## config.mk

```make
export PLATFORM = sky130hd
export DESIGN_NAME = i2c_eeprom_master_sequencer_flat
export DESIGN_NICKNAME = d
export VERILOG_FILES = /design/src/design/iem_pkg.sv /design/src/design/iem_in_if.sv /design/src/design/iem_out_if.sv /design/src/design/iem_ram.sv /design/src/design/iem_front.sv /design/src/design/iem_queue.sv /design/src/design/iem_back.sv /design/src/design/i2c_eeprom_master_sequencer.sv /design/src/flat_wrapper.sv
export SDC_FILE = /design/constraint.sdc
export NUM_CORES = 1
export LEC_CHECK = 0
export BUFFER_PORTS_ARGS = -buffer_cell sky130_fd_sc_hd__buf_2
export CORE_ASPECT_RATIO = 0.7
export CORE_UTILIZATION = 40
export CTS_BUF_LIST = sky130_fd_sc_hd__clkbuf_8
export DETAILED_ROUTE_END_ITERATION = 12
export SETUP_SLACK_MARGIN = 0.3
export SLEW_MARGIN = 10
export SYNTH_ARGS = -nofsm -noshare
export SYNTH_HDL_FRONTEND = slang
export SYNTH_SLANG_ARGS = --single-unit
```

## constraint.sdc

```tcl
create_clock -name clk -period 3.94 [get_ports clk]
set_input_delay 0.788 -clock clk [delete_from_list [all_inputs] [get_ports clk]]
set_output_delay 0.788 -clock clk [all_outputs]
set_load 0.01 [all_outputs]
```

## src/design/iem_pkg.sv

```systemverilog
// Shared types, codes and helpers for the I2C EEPROM master sequencer.
package iem_pkg;

    localparam int BUFFER_DEPTH = 32;
    localparam int BUF_AW       = $clog2(BUFFER_DEPTH);
    localparam int PTR_W        = $clog2(BUFFER_DEPTH + 1);
    localparam int LEN_W        = 6;
    localparam int LEN_CMP_W    = (PTR_W > LEN_W) ? PTR_W : LEN_W;

    localparam int QUEUE_DEPTH  = 2;
    localparam int QPTR_W       = (QUEUE_DEPTH > 1) ? $clog2(QUEUE_DEPTH) : 1;
    localparam int QCNT_W       = $clog2(QUEUE_DEPTH + 1);

    // Item modes.
    localparam logic [1:0] MODE_STATUS = 2'd0;
    localparam logic [1:0] MODE_LOAD   = 2'd1;
    localparam logic [1:0] MODE_READ   = 2'd2;
    localparam logic [1:0] MODE_BEGIN  = 2'd3;

    // Bus controller status codes.
    localparam logic [3:0] ST_START    = 4'd0;
    localparam logic [3:0] ST_RSTART   = 4'd1;
    localparam logic [3:0] ST_AW_ACK   = 4'd2;
    localparam logic [3:0] ST_AW_NACK  = 4'd3;
    localparam logic [3:0] ST_TX_ACK   = 4'd4;
    localparam logic [3:0] ST_TX_NACK  = 4'd5;
    localparam logic [3:0] ST_ARB_LOST = 4'd6;
    localparam logic [3:0] ST_AR_ACK   = 4'd7;
    localparam logic [3:0] ST_AR_NACK  = 4'd8;
    localparam logic [3:0] ST_RX_ACK   = 4'd9;
    localparam logic [3:0] ST_RX_NACK  = 4'd10;

    // Operations handed from the front end to the execution engine.
    localparam logic [3:0] OP_LOAD     = 4'd0;
    localparam logic [3:0] OP_READ     = 4'd1;
    localparam logic [3:0] OP_BEGIN    = 4'd2;
    localparam logic [3:0] OP_START    = 4'd3;
    localparam logic [3:0] OP_RSTART   = 4'd4;
    localparam logic [3:0] OP_AW_ACK   = 4'd5;
    localparam logic [3:0] OP_AW_NACK  = 4'd6;
    localparam logic [3:0] OP_TX_ACK   = 4'd7;
    localparam logic [3:0] OP_TX_NACK  = 4'd8;
    localparam logic [3:0] OP_ARB_LOST = 4'd9;
    localparam logic [3:0] OP_AR_ACK   = 4'd10;
    localparam logic [3:0] OP_AR_NACK  = 4'd11;
    localparam logic [3:0] OP_RX_ACK   = 4'd12;
    localparam logic [3:0] OP_RX_NACK  = 4'd13;
    localparam logic [3:0] OP_BAD      = 4'd14;

    // Start and stop flag actions.
    localparam logic [1:0] CTL_NONE  = 2'd0;
    localparam logic [1:0] CTL_CLEAR = 2'd1;
    localparam logic [1:0] CTL_SET   = 2'd2;

    // Acknowledge flag actions.
    localparam logic [1:0] ACK_NONE = 2'd0;
    localparam logic [1:0] ACK_NACK = 2'd1;
    localparam logic [1:0] ACK_ACK  = 2'd2;

    // Error codes.
    localparam logic [2:0] ERR_NONE       = 3'd0;
    localparam logic [2:0] ERR_DATA_NACK  = 3'd1;
    localparam logic [2:0] ERR_ARB_LOST   = 3'd2;
    localparam logic [2:0] ERR_NO_SLAVE   = 3'd3;
    localparam logic [2:0] ERR_BAD_STATUS = 3'd4;

    // Address phase codes.
    localparam logic [1:0] PH_DATA      = 2'd0;
    localparam logic [1:0] PH_ADDR_LOW  = 2'd1;
    localparam logic [1:0] PH_ADDR_HIGH = 2'd2;

    // Configuration register indexes.
    localparam logic [1:0] REG_SLAVE_CMD = 2'd0;
    localparam logic [1:0] REG_ADDR_HIGH = 2'd1;
    localparam logic [1:0] REG_ADDR_LOW  = 2'd2;
    localparam logic [1:0] REG_LENGTH    = 2'd3;

    localparam logic [7:0] ADDR_WRITE_MASK = 8'hFE;
    localparam logic [7:0] READ_BIT_MASK   = 8'h01;

    typedef struct packed {
        logic [3:0]        op;
        logic [7:0]        data;
        logic [BUF_AW-1:0] idx;
    } cmd_t;

    typedef struct packed {
        logic [7:0]       slave_command;
        logic [7:0]       mem_addr_high;
        logic [7:0]       mem_addr_low;
        logic [LEN_W-1:0] transfer_length;
    } cfg_t;

    // Folds a five-bit buffer index onto the buffer depth.
    function automatic logic [BUF_AW-1:0] wrap_index(input logic [4:0] i);
        logic [BUF_AW-1:0] r;
        r = '0;
        for (int k = 0; k < 32; k++)
        begin
            if (i == 5'(k))
            begin
                r = BUF_AW'(k % BUFFER_DEPTH);
            end
        end
        return r;
    endfunction

endpackage

```

## src/design/iem_in_if.sv

```systemverilog
// Request channel carrying one sequencer input item.
interface iem_in_if;
    logic       valid;
    logic       ready;
    logic [1:0] mode;
    logic [3:0] bus_status;
    logic [7:0] rx_byte;
    logic [4:0] buf_index;
    logic [7:0] buf_byte;

    modport source (output valid, mode, bus_status, rx_byte, buf_index, buf_byte,
                    input ready);
    modport sink   (input valid, mode, bus_status, rx_byte, buf_index, buf_byte,
                    output ready);
endinterface

```

## src/design/iem_out_if.sv

```systemverilog
// Request channel carrying one sequencer result item.
interface iem_out_if;
    logic       valid;
    logic       ready;
    logic       tx_valid;
    logic [7:0] tx_byte;
    logic [1:0] start_ctl;
    logic [1:0] stop_ctl;
    logic [1:0] ack_ctl;
    logic       busy_res;
    logic [2:0] error_code;
    logic [7:0] read_byte;

    modport source (output valid, tx_valid, tx_byte, start_ctl, stop_ctl, ack_ctl,
                    busy_res, error_code, read_byte, input ready);
    modport sink   (input valid, tx_valid, tx_byte, start_ctl, stop_ctl, ack_ctl,
                    busy_res, error_code, read_byte, output ready);
endinterface

```

## src/design/iem_ram.sv

```systemverilog
// Generic single-port RAM with registered read data.
module iem_ram #(
    parameter int WIDTH = 8,
    parameter int DEPTH = 32
) (
    input  logic                     clk,
    input  logic                     en,
    input  logic                     we,
    input  logic [$clog2(DEPTH)-1:0] addr,
    input  logic [WIDTH-1:0]         wdata,
    output logic [WIDTH-1:0]         rdata
);

    logic [WIDTH-1:0] mem_reg [DEPTH];
    logic [WIDTH-1:0] rdata_reg;

    always_ff @(posedge clk)
    begin
        if (en)
        begin
            if (we)
            begin
                mem_reg[addr] <= wdata;
            end
            else
            begin
                rdata_reg <= mem_reg[addr];
            end
        end
    end

    assign rdata = rdata_reg;

endmodule

```

## src/design/iem_front.sv

```systemverilog
// Front end: takes input requests and classifies them into engine operations.
module iem_front
    import iem_pkg::*;
(
    iem_in_if.sink item,
    output cmd_t   cmd,
    output logic   cmd_valid,
    input  logic   cmd_ready
);

    logic [3:0] op;

    always_comb
    begin
        op = OP_BAD;
        unique case (item.mode)
            MODE_LOAD:  op = OP_LOAD;
            MODE_READ:  op = OP_READ;
            MODE_BEGIN: op = OP_BEGIN;
            MODE_STATUS:
            begin
                unique case (item.bus_status)
                    ST_START:    op = OP_START;
                    ST_RSTART:   op = OP_RSTART;
                    ST_AW_ACK:   op = OP_AW_ACK;
                    ST_AW_NACK:  op = OP_AW_NACK;
                    ST_TX_ACK:   op = OP_TX_ACK;
                    ST_TX_NACK:  op = OP_TX_NACK;
                    ST_ARB_LOST: op = OP_ARB_LOST;
                    ST_AR_ACK:   op = OP_AR_ACK;
                    ST_AR_NACK:  op = OP_AR_NACK;
                    ST_RX_ACK:   op = OP_RX_ACK;
                    ST_RX_NACK:  op = OP_RX_NACK;
                    default:     op = OP_BAD;
                endcase
            end
        endcase
    end

    // Load requests carry the buffer byte, receive events the bus byte.
    assign cmd.op    = op;
    assign cmd.data  = (item.mode == MODE_LOAD) ? item.buf_byte : item.rx_byte;
    assign cmd.idx   = wrap_index(item.buf_index);
    assign cmd_valid = item.valid;
    assign item.ready = cmd_ready;

endmodule

```

## src/design/iem_queue.sv

```systemverilog
// Short FIFO of classified operations between the front end and the engine.
module iem_queue
    import iem_pkg::*;
(
    input  logic clk,
    input  logic rst_n,
    input  cmd_t wr_cmd,
    input  logic wr_valid,
    output logic wr_ready,
    output cmd_t rd_cmd,
    output logic rd_valid,
    input  logic rd_ready
);

    cmd_t              entry_reg [QUEUE_DEPTH];
    logic [QPTR_W-1:0] wr_ptr_reg, wr_ptr_next;
    logic [QPTR_W-1:0] rd_ptr_reg, rd_ptr_next;
    logic [QCNT_W-1:0] count_reg, count_next;
    logic              push, pop;

    assign wr_ready = count_reg != QCNT_W'(QUEUE_DEPTH);
    assign rd_valid = count_reg != '0;
    assign rd_cmd   = entry_reg[rd_ptr_reg];
    assign push     = wr_valid && wr_ready;
    assign pop      = rd_valid && rd_ready;

    always_comb
    begin
        wr_ptr_next = wr_ptr_reg;
        rd_ptr_next = rd_ptr_reg;
        if (push)
        begin
            wr_ptr_next = (wr_ptr_reg == QPTR_W'(QUEUE_DEPTH - 1)) ? '0
                        : QPTR_W'(wr_ptr_reg + QPTR_W'(1));
        end
        if (pop)
        begin
            rd_ptr_next = (rd_ptr_reg == QPTR_W'(QUEUE_DEPTH - 1)) ? '0
                        : QPTR_W'(rd_ptr_reg + QPTR_W'(1));
        end
        priority if (push && !pop)
        begin
            count_next = QCNT_W'(count_reg + QCNT_W'(1));
        end
        else if (pop && !push)
        begin
            count_next = QCNT_W'(count_reg - QCNT_W'(1));
        end
        else
        begin
            count_next = count_reg;
        end
    end

    always_ff @(posedge clk or negedge rst_n)
    begin
        if (!rst_n)
        begin
            wr_ptr_reg <= '0;
            rd_ptr_reg <= '0;
            count_reg  <= '0;
        end
        else
        begin
            wr_ptr_reg <= wr_ptr_next;
            rd_ptr_reg <= rd_ptr_next;
            count_reg  <= count_next;
        end
    end

    always_ff @(posedge clk)
    begin
        if (push)
        begin
            entry_reg[wr_ptr_reg] <= wr_cmd;
        end
    end

endmodule

```

## src/design/iem_back.sv

```systemverilog
// Execution engine: transfer state, data buffer and the registered result stage.
module iem_back
    import iem_pkg::*;
(
    input  logic      clk,
    input  logic      rst_n,
    input  cfg_t      cfg,
    input  cmd_t      cmd,
    input  logic      cmd_valid,
    output logic      cmd_ready,
    iem_out_if.source result
);

    logic [PTR_W-1:0] ptr_reg, ptr_next;
    logic [PTR_W-1:0] cnt_reg, cnt_next;
    logic [1:0]       phase_reg, phase_next;
    logic             busy_reg, busy_next;
    logic [2:0]       err_reg, err_next;

    // Result stage.
    logic             res_valid_reg;
    logic             txv_reg, txv_next;
    logic [7:0]       tx_reg, tx_next;
    logic             tx_ram_reg, tx_ram_next;
    logic             rd_ram_reg, rd_ram_next;
    logic [1:0]       sta_reg, sta_next;
    logic [1:0]       sto_reg, sto_next;
    logic [1:0]       ack_reg, ack_next;

    logic              fire;
    logic              ptr_ok;
    logic [PTR_W-1:0]  ptr_inc;
    logic [PTR_W-1:0]  cnt_dec;
    logic [LEN_CMP_W-1:0] len_ext;
    logic [PTR_W-1:0]  len_sat;
    logic              ram_en, ram_we;
    logic [BUF_AW-1:0] ram_addr;
    logic [7:0]        ram_wdata, ram_rdata;

    assign cmd_ready = !res_valid_reg || result.ready;
    assign fire      = cmd_valid && cmd_ready;

    assign ptr_ok  = ptr_reg < PTR_W'(BUFFER_DEPTH);
    assign ptr_inc = ptr_ok ? PTR_W'(ptr_reg + PTR_W'(1)) : ptr_reg;
    assign cnt_dec = (cnt_reg != '0) ? PTR_W'(cnt_reg - PTR_W'(1)) : '0;
    assign len_ext = LEN_CMP_W'(cfg.transfer_length);

    always_comb
    begin
        priority if (len_ext == '0)
        begin
            len_sat = PTR_W'(1);
        end
        else if (len_ext > LEN_CMP_W'(BUFFER_DEPTH))
        begin
            len_sat = PTR_W'(BUFFER_DEPTH);
        end
        else
        begin
            len_sat = PTR_W'(len_ext);
        end
    end

    always_comb
    begin
        ptr_next    = ptr_reg;
        cnt_next    = cnt_reg;
        phase_next  = phase_reg;
        busy_next   = busy_reg;
        err_next    = err_reg;
        txv_next    = 1'b0;
        tx_next     = '0;
        tx_ram_next = 1'b0;
        rd_ram_next = 1'b0;
        sta_next    = CTL_NONE;
        sto_next    = CTL_NONE;
        ack_next    = ACK_NONE;
        ram_en      = 1'b0;
        ram_we      = 1'b0;
        ram_addr    = cmd.idx;
        ram_wdata   = cmd.data;

        if (fire)
        begin
            unique case (cmd.op)
                OP_LOAD:
                begin
                    ram_en = 1'b1;
                    ram_we = 1'b1;
                end
                OP_READ:
                begin
                    ram_en      = 1'b1;
                    rd_ram_next = 1'b1;
                end
                OP_BEGIN:
                begin
                    cnt_next   = len_sat;
                    phase_next = PH_ADDR_HIGH;
                    ptr_next   = '0;
                    err_next   = ERR_NONE;
                    busy_next  = 1'b1;
                    sta_next   = CTL_SET;
                end
                OP_START:
                begin
                    txv_next = 1'b1;
                    tx_next  = cfg.slave_command & ADDR_WRITE_MASK;
                    sta_next = CTL_CLEAR;
                end
                OP_RSTART:
                begin
                    txv_next = 1'b1;
                    tx_next  = cfg.slave_command;
                    sta_next = CTL_CLEAR;
                end
                OP_AW_ACK:
                begin
                    txv_next = 1'b1;
                    tx_next  = cfg.mem_addr_high;
                end
                OP_AW_NACK:
                begin
                    sto_next = CTL_SET;
                    sta_next = CTL_SET;
                end
                OP_TX_ACK:
                begin
                    unique case (phase_reg)
                        PH_ADDR_HIGH:
                        begin
                            txv_next   = 1'b1;
                            tx_next    = cfg.mem_addr_low;
                            phase_next = PH_ADDR_LOW;
                        end
                        PH_ADDR_LOW:
                        begin
                            if ((cfg.slave_command & READ_BIT_MASK) != '0)
                            begin
                                sto_next = CTL_CLEAR;
                                sta_next = CTL_SET;
                            end
                            else
                            begin
                                txv_next    = 1'b1;
                                tx_ram_next = ptr_ok;
                                ram_en      = ptr_ok;
                                ram_addr    = ptr_reg[BUF_AW-1:0];
                                ptr_next    = ptr_inc;
                                phase_next  = PH_DATA;
                            end
                        end
                        PH_DATA:
                        begin
                            cnt_next = cnt_dec;
                            if (cnt_dec != '0)
                            begin
                                txv_next    = 1'b1;
                                tx_ram_next = ptr_ok;
                                ram_en      = ptr_ok;
                                ram_addr    = ptr_reg[BUF_AW-1:0];
                                ptr_next    = ptr_inc;
                            end
                            else
                            begin
                                sto_next  = CTL_SET;
                                busy_next = 1'b0;
                            end
                        end
                        default:
                        begin
                        end
                    endcase
                end
                OP_TX_NACK:
                begin
                    err_next  = ERR_DATA_NACK;
                    sto_next  = CTL_SET;
                    busy_next = 1'b0;
                end
                OP_ARB_LOST:
                begin
                    err_next  = ERR_ARB_LOST;
                    sto_next  = CTL_SET;
                    busy_next = 1'b0;
                end
                OP_AR_ACK:
                begin
                    cnt_next = cnt_dec;
                    ack_next = (cnt_dec != '0) ? ACK_ACK : ACK_NACK;
                end
                OP_AR_NACK:
                begin
                    err_next  = ERR_NO_SLAVE;
                    sto_next  = CTL_SET;
                    busy_next = 1'b0;
                end
                OP_RX_ACK:
                begin
                    cnt_next = cnt_dec;
                    ram_en   = ptr_ok;
                    ram_we   = 1'b1;
                    ram_addr = ptr_reg[BUF_AW-1:0];
                    ptr_next = ptr_inc;
                    ack_next = (cnt_dec != '0) ? ACK_ACK : ACK_NACK;
                end
                OP_RX_NACK:
                begin
                    ram_en    = ptr_ok;
                    ram_we    = 1'b1;
                    ram_addr  = ptr_reg[BUF_AW-1:0];
                    sto_next  = CTL_SET;
                    busy_next = 1'b0;
                end
                default:
                begin
                    err_next  = ERR_BAD_STATUS;
                    sto_next  = CTL_SET;
                    busy_next = 1'b0;
                end
            endcase
        end
    end

    iem_ram #(
        .WIDTH (8),
        .DEPTH (BUFFER_DEPTH)
    ) u_buffer (
        .clk   (clk),
        .en    (ram_en),
        .we    (ram_we),
        .addr  (ram_addr),
        .wdata (ram_wdata),
        .rdata (ram_rdata)
    );

    always_ff @(posedge clk or negedge rst_n)
    begin
        if (!rst_n)
        begin
            ptr_reg       <= '0;
            cnt_reg       <= '0;
            phase_reg     <= PH_ADDR_HIGH;
            busy_reg      <= 1'b0;
            err_reg       <= ERR_NONE;
            res_valid_reg <= 1'b0;
        end
        else
        begin
            ptr_reg   <= ptr_next;
            cnt_reg   <= cnt_next;
            phase_reg <= phase_next;
            busy_reg  <= busy_next;
            err_reg   <= err_next;
            if (fire)
            begin
                res_valid_reg <= 1'b1;
            end
            else if (result.ready)
            begin
                res_valid_reg <= 1'b0;
            end
        end
    end

    always_ff @(posedge clk)
    begin
        if (fire)
        begin
            txv_reg    <= txv_next;
            tx_reg     <= tx_next;
            tx_ram_reg <= tx_ram_next;
            rd_ram_reg <= rd_ram_next;
            sta_reg    <= sta_next;
            sto_reg    <= sto_next;
            ack_reg    <= ack_next;
        end
    end

    // The buffer read register holds while the result waits, because the
    // RAM is only enabled when a new operation is taken.
    assign result.valid      = res_valid_reg;
    assign result.tx_valid   = txv_reg;
    assign result.tx_byte    = tx_ram_reg ? ram_rdata : tx_reg;
    assign result.start_ctl  = sta_reg;
    assign result.stop_ctl   = sto_reg;
    assign result.ack_ctl    = ack_reg;
    assign result.busy_res   = busy_reg;
    assign result.error_code = err_reg;
    assign result.read_byte  = rd_ram_reg ? ram_rdata : '0;

    a_begin_inits: assert property (@(posedge clk) disable iff (!rst_n)
        fire && cmd.op == OP_BEGIN |=> busy_reg && err_reg == ERR_NONE
            && ptr_reg == '0 && cnt_reg != '0)
        else $error("begin transfer did not initialize the engine");

    a_nack_stops: assert property (@(posedge clk) disable iff (!rst_n)
        fire && cmd.op == OP_TX_NACK |=> !busy_reg && err_reg == ERR_DATA_NACK
            && result.valid && result.stop_ctl == CTL_SET)
        else $error("data NACK did not stop the transfer");

    a_ptr_range: assert property (@(posedge clk) disable iff (!rst_n)
        ptr_reg <= PTR_W'(BUFFER_DEPTH) && cnt_reg <= PTR_W'(BUFFER_DEPTH))
        else $error("buffer pointer or length counter out of range");

    a_phase_code: assert property (@(posedge clk) disable iff (!rst_n)
        phase_reg == PH_DATA || phase_reg == PH_ADDR_LOW || phase_reg == PH_ADDR_HIGH)
        else $error("address phase left the sequence");

endmodule

```

## src/design/i2c_eeprom_master_sequencer.sv

```systemverilog
// Top level of the I2C EEPROM master sequencer with its configuration port.
//
// The sequencer takes one request per item on the item channel (a bus
// controller status event, a buffer load, a buffer readback or a begin
// transfer command) and returns exactly one result per item on the result
// channel: the next byte to transmit, the start, stop and acknowledge flag
// actions, busy and a sticky error code. It sustains one item per clock
// cycle while the result channel is ready; an item passes the two-entry
// operation queue and the result register of the execution engine, whose
// single-port 32-byte data buffer is read or written at most once per item
// and returns its data from a register. The item channel keeps taking
// requests while a result waits, until the queue is full. A slave-address
// NACK on the write address sets stop and start so that the transfer
// restarts; data NACKs, read-address NACKs, lost arbitration and unknown
// status codes set stop, clear busy and record an error that stays until
// the next begin transfer. The buffer is not cleared at reset, so an entry
// must be written before it is read back or transmitted. APB registers sit
// at byte addresses 0 (slave command), 4 (memory address high), 8 (memory
// address low) and 12 (transfer length, taken within 1 to 32); the user must
// write them only while no item is in flight; the block does not enforce it.
module i2c_eeprom_master_sequencer
    import iem_pkg::*;
(
    input  logic        clk,
    input  logic        rst_n,
    iem_in_if.sink      item,
    iem_out_if.source   result,
    input  logic        psel,
    input  logic        penable,
    input  logic        pwrite,
    input  logic [3:0]  paddr,
    input  logic [31:0] pwdata,
    output logic [31:0] prdata,
    output logic        pready
);

    logic [7:0]       slave_command_reg;
    logic [7:0]       mem_addr_high_reg;
    logic [7:0]       mem_addr_low_reg;
    logic [LEN_W-1:0] transfer_length_reg;
    logic             cfg_write;
    logic [1:0]       reg_index;
    cfg_t             cfg;

    cmd_t front_cmd;
    logic front_valid, front_ready;
    cmd_t queue_cmd;
    logic queue_valid, queue_ready;

    // The port never inserts wait states.
    assign pready    = 1'b1;
    assign cfg_write = psel && penable && pwrite && pready;
    assign reg_index = paddr[3:2];

    always_ff @(posedge clk or negedge rst_n)
    begin
        if (!rst_n)
        begin
            slave_command_reg   <= 8'd160;
            mem_addr_high_reg   <= 8'd0;
            mem_addr_low_reg    <= 8'd0;
            transfer_length_reg <= LEN_W'(1);
        end
        else if (cfg_write)
        begin
            unique case (reg_index)
                REG_SLAVE_CMD: slave_command_reg   <= pwdata[7:0];
                REG_ADDR_HIGH: mem_addr_high_reg   <= pwdata[7:0];
                REG_ADDR_LOW:  mem_addr_low_reg    <= pwdata[7:0];
                REG_LENGTH:    transfer_length_reg <= pwdata[LEN_W-1:0];
            endcase
        end
    end

    always_comb
    begin
        unique case (reg_index)
            REG_SLAVE_CMD: prdata = 32'(slave_command_reg);
            REG_ADDR_HIGH: prdata = 32'(mem_addr_high_reg);
            REG_ADDR_LOW:  prdata = 32'(mem_addr_low_reg);
            REG_LENGTH:    prdata = 32'(transfer_length_reg);
        endcase
    end

    assign cfg.slave_command   = slave_command_reg;
    assign cfg.mem_addr_high   = mem_addr_high_reg;
    assign cfg.mem_addr_low    = mem_addr_low_reg;
    assign cfg.transfer_length = transfer_length_reg;

    // Classification of incoming requests.
    iem_front u_front (
        .item      (item),
        .cmd       (front_cmd),
        .cmd_valid (front_valid),
        .cmd_ready (front_ready)
    );

    // Decouples request intake from the engine and the result stall.
    iem_queue u_queue (
        .clk      (clk),
        .rst_n    (rst_n),
        .wr_cmd   (front_cmd),
        .wr_valid (front_valid),
        .wr_ready (front_ready),
        .rd_cmd   (queue_cmd),
        .rd_valid (queue_valid),
        .rd_ready (queue_ready)
    );

    // Transfer state, data buffer and result register.
    iem_back u_back (
        .clk       (clk),
        .rst_n     (rst_n),
        .cfg       (cfg),
        .cmd       (queue_cmd),
        .cmd_valid (queue_valid),
        .cmd_ready (queue_ready),
        .result    (result)
    );

endmodule
```

## src/flat_wrapper.sv

```systemverilog
// flat-port wrapper written by rule: the top's interface ports become plain ports
module i2c_eeprom_master_sequencer_flat import iem_pkg::*;
  (clk, rst_n, psel, penable, pwrite, paddr, pwdata, prdata, pready, item_valid, item_mode, item_bus_status, item_rx_byte, item_buf_index, item_buf_byte, item_ready, result_valid, result_tx_valid, result_tx_byte, result_start_ctl, result_stop_ctl, result_ack_ctl, result_busy_res, result_error_code, result_read_byte, result_ready);
  iem_in_if item_i ();
  iem_out_if result_i ();
  input  logic clk;
  input  logic rst_n;
  input  logic psel;
  input  logic penable;
  input  logic pwrite;
  input  logic [3:0] paddr;
  input  logic [31:0] pwdata;
  output logic [31:0] prdata;
  output logic pready;
  input wire logic [$bits(item_i.valid)-1:0] item_valid;
  input wire logic [$bits(item_i.mode)-1:0] item_mode;
  input wire logic [$bits(item_i.bus_status)-1:0] item_bus_status;
  input wire logic [$bits(item_i.rx_byte)-1:0] item_rx_byte;
  input wire logic [$bits(item_i.buf_index)-1:0] item_buf_index;
  input wire logic [$bits(item_i.buf_byte)-1:0] item_buf_byte;
  output wire logic [$bits(item_i.ready)-1:0] item_ready;
  output wire logic [$bits(result_i.valid)-1:0] result_valid;
  output wire logic [$bits(result_i.tx_valid)-1:0] result_tx_valid;
  output wire logic [$bits(result_i.tx_byte)-1:0] result_tx_byte;
  output wire logic [$bits(result_i.start_ctl)-1:0] result_start_ctl;
  output wire logic [$bits(result_i.stop_ctl)-1:0] result_stop_ctl;
  output wire logic [$bits(result_i.ack_ctl)-1:0] result_ack_ctl;
  output wire logic [$bits(result_i.busy_res)-1:0] result_busy_res;
  output wire logic [$bits(result_i.error_code)-1:0] result_error_code;
  output wire logic [$bits(result_i.read_byte)-1:0] result_read_byte;
  input wire logic [$bits(result_i.ready)-1:0] result_ready;
  assign item_i.valid = item_valid;
  assign item_i.mode = item_mode;
  assign item_i.bus_status = item_bus_status;
  assign item_i.rx_byte = item_rx_byte;
  assign item_i.buf_index = item_buf_index;
  assign item_i.buf_byte = item_buf_byte;
  assign item_ready = item_i.ready;
  assign result_valid = result_i.valid;
  assign result_tx_valid = result_i.tx_valid;
  assign result_tx_byte = result_i.tx_byte;
  assign result_start_ctl = result_i.start_ctl;
  assign result_stop_ctl = result_i.stop_ctl;
  assign result_ack_ctl = result_i.ack_ctl;
  assign result_busy_res = result_i.busy_res;
  assign result_error_code = result_i.error_code;
  assign result_read_byte = result_i.read_byte;
  assign result_i.ready = result_ready;
  i2c_eeprom_master_sequencer u_core (.clk(clk), .rst_n(rst_n), .item(item_i), .result(result_i), .psel(psel), .penable(penable), .pwrite(pwrite), .paddr(paddr), .pwdata(pwdata), .prdata(prdata), .pready(pready));
endmodule
```

==> results.cfg <==
[pwr]
p_switching_mw = 5.13
pwr-share-comb = 0.411
finalPower_mw = 13.8
vdd_drop_max_mv = 0.409
p_leak_nw = 7.30
swShare = 0.371
p_clk_frac = 0.200
sequentialPowerShare = 0.389
power_density_nw_per_um2 = 739
p_int_mw = 8.70

[route]
via_per_inst = 5.31
drc_errors = 0
drt_iter0_drc = 793
dr_total_vias = 9612
ant_nets = 0
drt-total-wl_mm = 37.3
wl_per_cell_um = 20.6
drt_first_pass_iters = 6

[setup_path]
crit_chain = inv_1 > ha_1 > nand2b_1 > a31oi_4 > or4_1 > o311ai_1 > o31ai_4 > buf_12 > buf_12 > buf_12 > mux2i_1 > mux2i_1 > a22oi_1 > nand4_1
regToRegEndpoint = u_core.u_back.u_buffer.rdata[2]
start_kind = flop
critPathTopFamily = compound AO/OA/AOI/OAI gates
reg2reg_slack_ps = 360
endpoint_kind = flop
critPathBufInv = 4
critPathArrivalTime_ps = 3890
max_stage_delay_ps = 410
cp_common_cell = buf_12
required_ps = 4260
worst_r2r_path_depth = 14
critical_path_class = reg -> reg
worstPathMaxFanout = 17
r2r-start = u_core.u_back.cnt_reg[0]
slowest_stage = dfrtp_2

[yosys]
synth.yosys.warnings = 0
synth_top_area_frac = 0.580
synth_top_flop_cell = edfxtp_1
yosys_register_bits = 368
synth_edf_count = 315
avgSynthCellArea_um2 = 15.3
synth_cells = 1069
synth_cell_types = 69
yosysSeqAreaShare = 0.662
synth.area.top_cells = edfxtp_1, mux2i_1, dfrtp_1
synth_top_area_cell = edfxtp_1
syn_area_um2 = 16300
async_flop_share = 0.144

[cells_and_area]
area_delta_synth_final_pct = 14.8
largest_register_ffs = 256
fin_util = 0.469
drive_gt1_frac = 0.268
final_nets = 1307

[timing]
tightest_slew_ps = 1070
fin_crit_sh = 0.908
setup_tns_ps = 0
relSlewSlack = 0.281
setup_viol = 0
drv_slew = 0
hold_viol_final = 0
rsz0062_at_grt = true
fmax_mhz = 280
fin_skew_ps = 31.0
period_needed_ps = 3580

[place]
gp_congestion = 0.847
port_buffers = 80
dp_hpwl_mm = 24.3

[global_route]
busiest_layer = met1
grt_pass1_wl_mm = 55.9
use_met2 = 0.236
grt_max_degree = 51
overflow = 0
first_global_vias = 9051
antenna_found_initial = 0
grt_use_met1 = 0.288
met3_usage = 0.0405
track_usage = 0.180

[clock_tree]
cts_buffer_depth = 3
cts-root-buf = clkbuf_8
cts_made_buffers = 53
cts_max_level = 2
clock_sinks = 368
insertion_delay_ps = 620
cts.reportedPaths.clkPinSlew_ps = 70
cts_tree = built

[floorplan]
dieArea_um2 = 41600
pin_count = 132
coreArea_um2 = 39900
num_rows = 61
dieWidth_um = 243
die_y_um = 171
start_util = 0.409

[run]
cap_violations = 0

[outcome]
outcome = finished, final reports clean

[worst_hold_path]
hold_class = in -> async
==> final cells by class <==
type,count,area (um^2)
inverter,19,71.3
sequential,368,10800
clock buffer,58,798
clock inverter,39,159
tap,535,669
multi-input combinational,631,5130
fill,3491,21200
antenna,1,2.50
timing repair buffer,159,1100
==> worst reg2reg max path: stages, from the launching register on <==
cell and delay, ps:
dfrtp_2 410, inv_1 70, ha_1 230, nand2b_1 190
a31oi_4 310, or4_1 180, o311ai_1 140, o31ai_4 310
buf_12 160, buf_12 180, buf_12 220, mux2i_1 250
mux2i_1 150, a22oi_1 320, nand4_1 170
==> per-stage QoR <==
stage	instances	setup WS (ps)	hold slack (ps)	cell area [um^2]
floorplan	1092	492	461	16400
global placement	1705	196	460	17600
detailed placement	1705	154	460	17600
CTS	1807	294	307	18600
global route	1809	251	326	18700
finish	1810	363	327	18700
==> timing repair <==
item,4_1_cts,5_1_grt
setup endpoints to repair,136,72
hold buffers,0,0
gates cloned,1,0
buffers inserted,4,2
pin swaps,2,1
gates resized for setup,6,17
==> per-layer routing <==
metal / share of wire / vias up / wire length (um)
met4: 0.020 / 0 / 750
li1: - / 4405 / -
met2: 0.40 / 305 / 14900
met1: 0.51 / 4841 / 19200
met5: 0 / - / 0
met3: 0.067 / 61 / 2520
==> Yosys cell counts, drive strengths merged, types with 6 or more instances <==
cell type	count
nor2	69
mux4	6
nand2b	9
o21ai	33
a22oi	33
mux2i	204
a31oi	6
nor3	16
dfrtp	49
nand3	11
and2	10
nand2	35
nand4	12
clkbuf	17
buf	57
edfxtp	315
mux2	59
inv	19
a21oi	19
nor4	6
a222oi	7
==> worst max-delay path by stage <==
| stage | start | endpoint | cells past startpoint |
|---|---|---|---|
| 2_1_floorplan | result_ready | u_core.u_back.u_buffer.mem_reg[29][0] | 11 |
| 3_3_place_gp | u_core.u_back.cnt_reg[0] | u_core.u_back.u_buffer.rdata[1] | 13 |
| 3_5_place_dp | u_core.u_back.cnt_reg[0] | u_core.u_back.u_buffer.rdata[6] | 13 |
| 4_1_cts | u_core.u_back.cnt_reg[0] | u_core.u_back.u_buffer.rdata[6] | 14 |
| 5_1_grt | u_core.u_back.cnt_reg[0] | u_core.u_back.u_buffer.rdata[6] | 14 |
| 6_report | u_core.u_back.cnt_reg[0] | u_core.u_back.u_buffer.rdata[2] | 14 |
==> cells in the final DEF (no fill, tap or decap), types with 18 or more instances in the layout <==
cell type / count
inv_1: 43
clkbuf_8: 58
a21oi_1: 18
mux2i_1: 197
buf_4: 71
edfxtp_1: 315
a22oi_1: 24
nor2_1: 64
mux2_2: 59
conb_1: 25
o21ai_0: 29
nand2_1: 35
dfrtp_1: 48
buf_2: 80
==> logic make-up (layout without fill, tap and decap cells) <==
| kind of cell | Yosys count | in the layout | share of synthesized area |
|---|---|---|---|
| xor gates and xnor gates | 10 | 10 | 0.00537 |
| adders and majority gates | 5 | 5 | 0.00384 |
| buffers and inverters | 93 | 275 | 0.0361 |
| muxes | 269 | 269 | 0.176 |
| other | 2 | 26 | 0.000461 |
| AOI/OAI and AO/OA | 129 | 129 | 0.0554 |
| and+or+nand+nor | 193 | 193 | 0.0606 |
| DFF | 368 | 368 | 0.662 |
==> power groups by stage <==
| stage | Combinational, mW | Sequential [mW] | Clock (mW) |
|---|---|---|---|
| after floorplan | 3.80 | 5.33 | 0 |
| after global placement | 5.35 | 5.44 | 0 |
| after detailed placement | 5.40 | 5.44 | 0 |
| after CTS | 5.62 | 5.37 | 2.85 |
| after global routing | 6.10 | 5.43 | 3.02 |
| final | 5.69 | 5.38 | 2.76 |
Power figures use the tool's default switching activity.
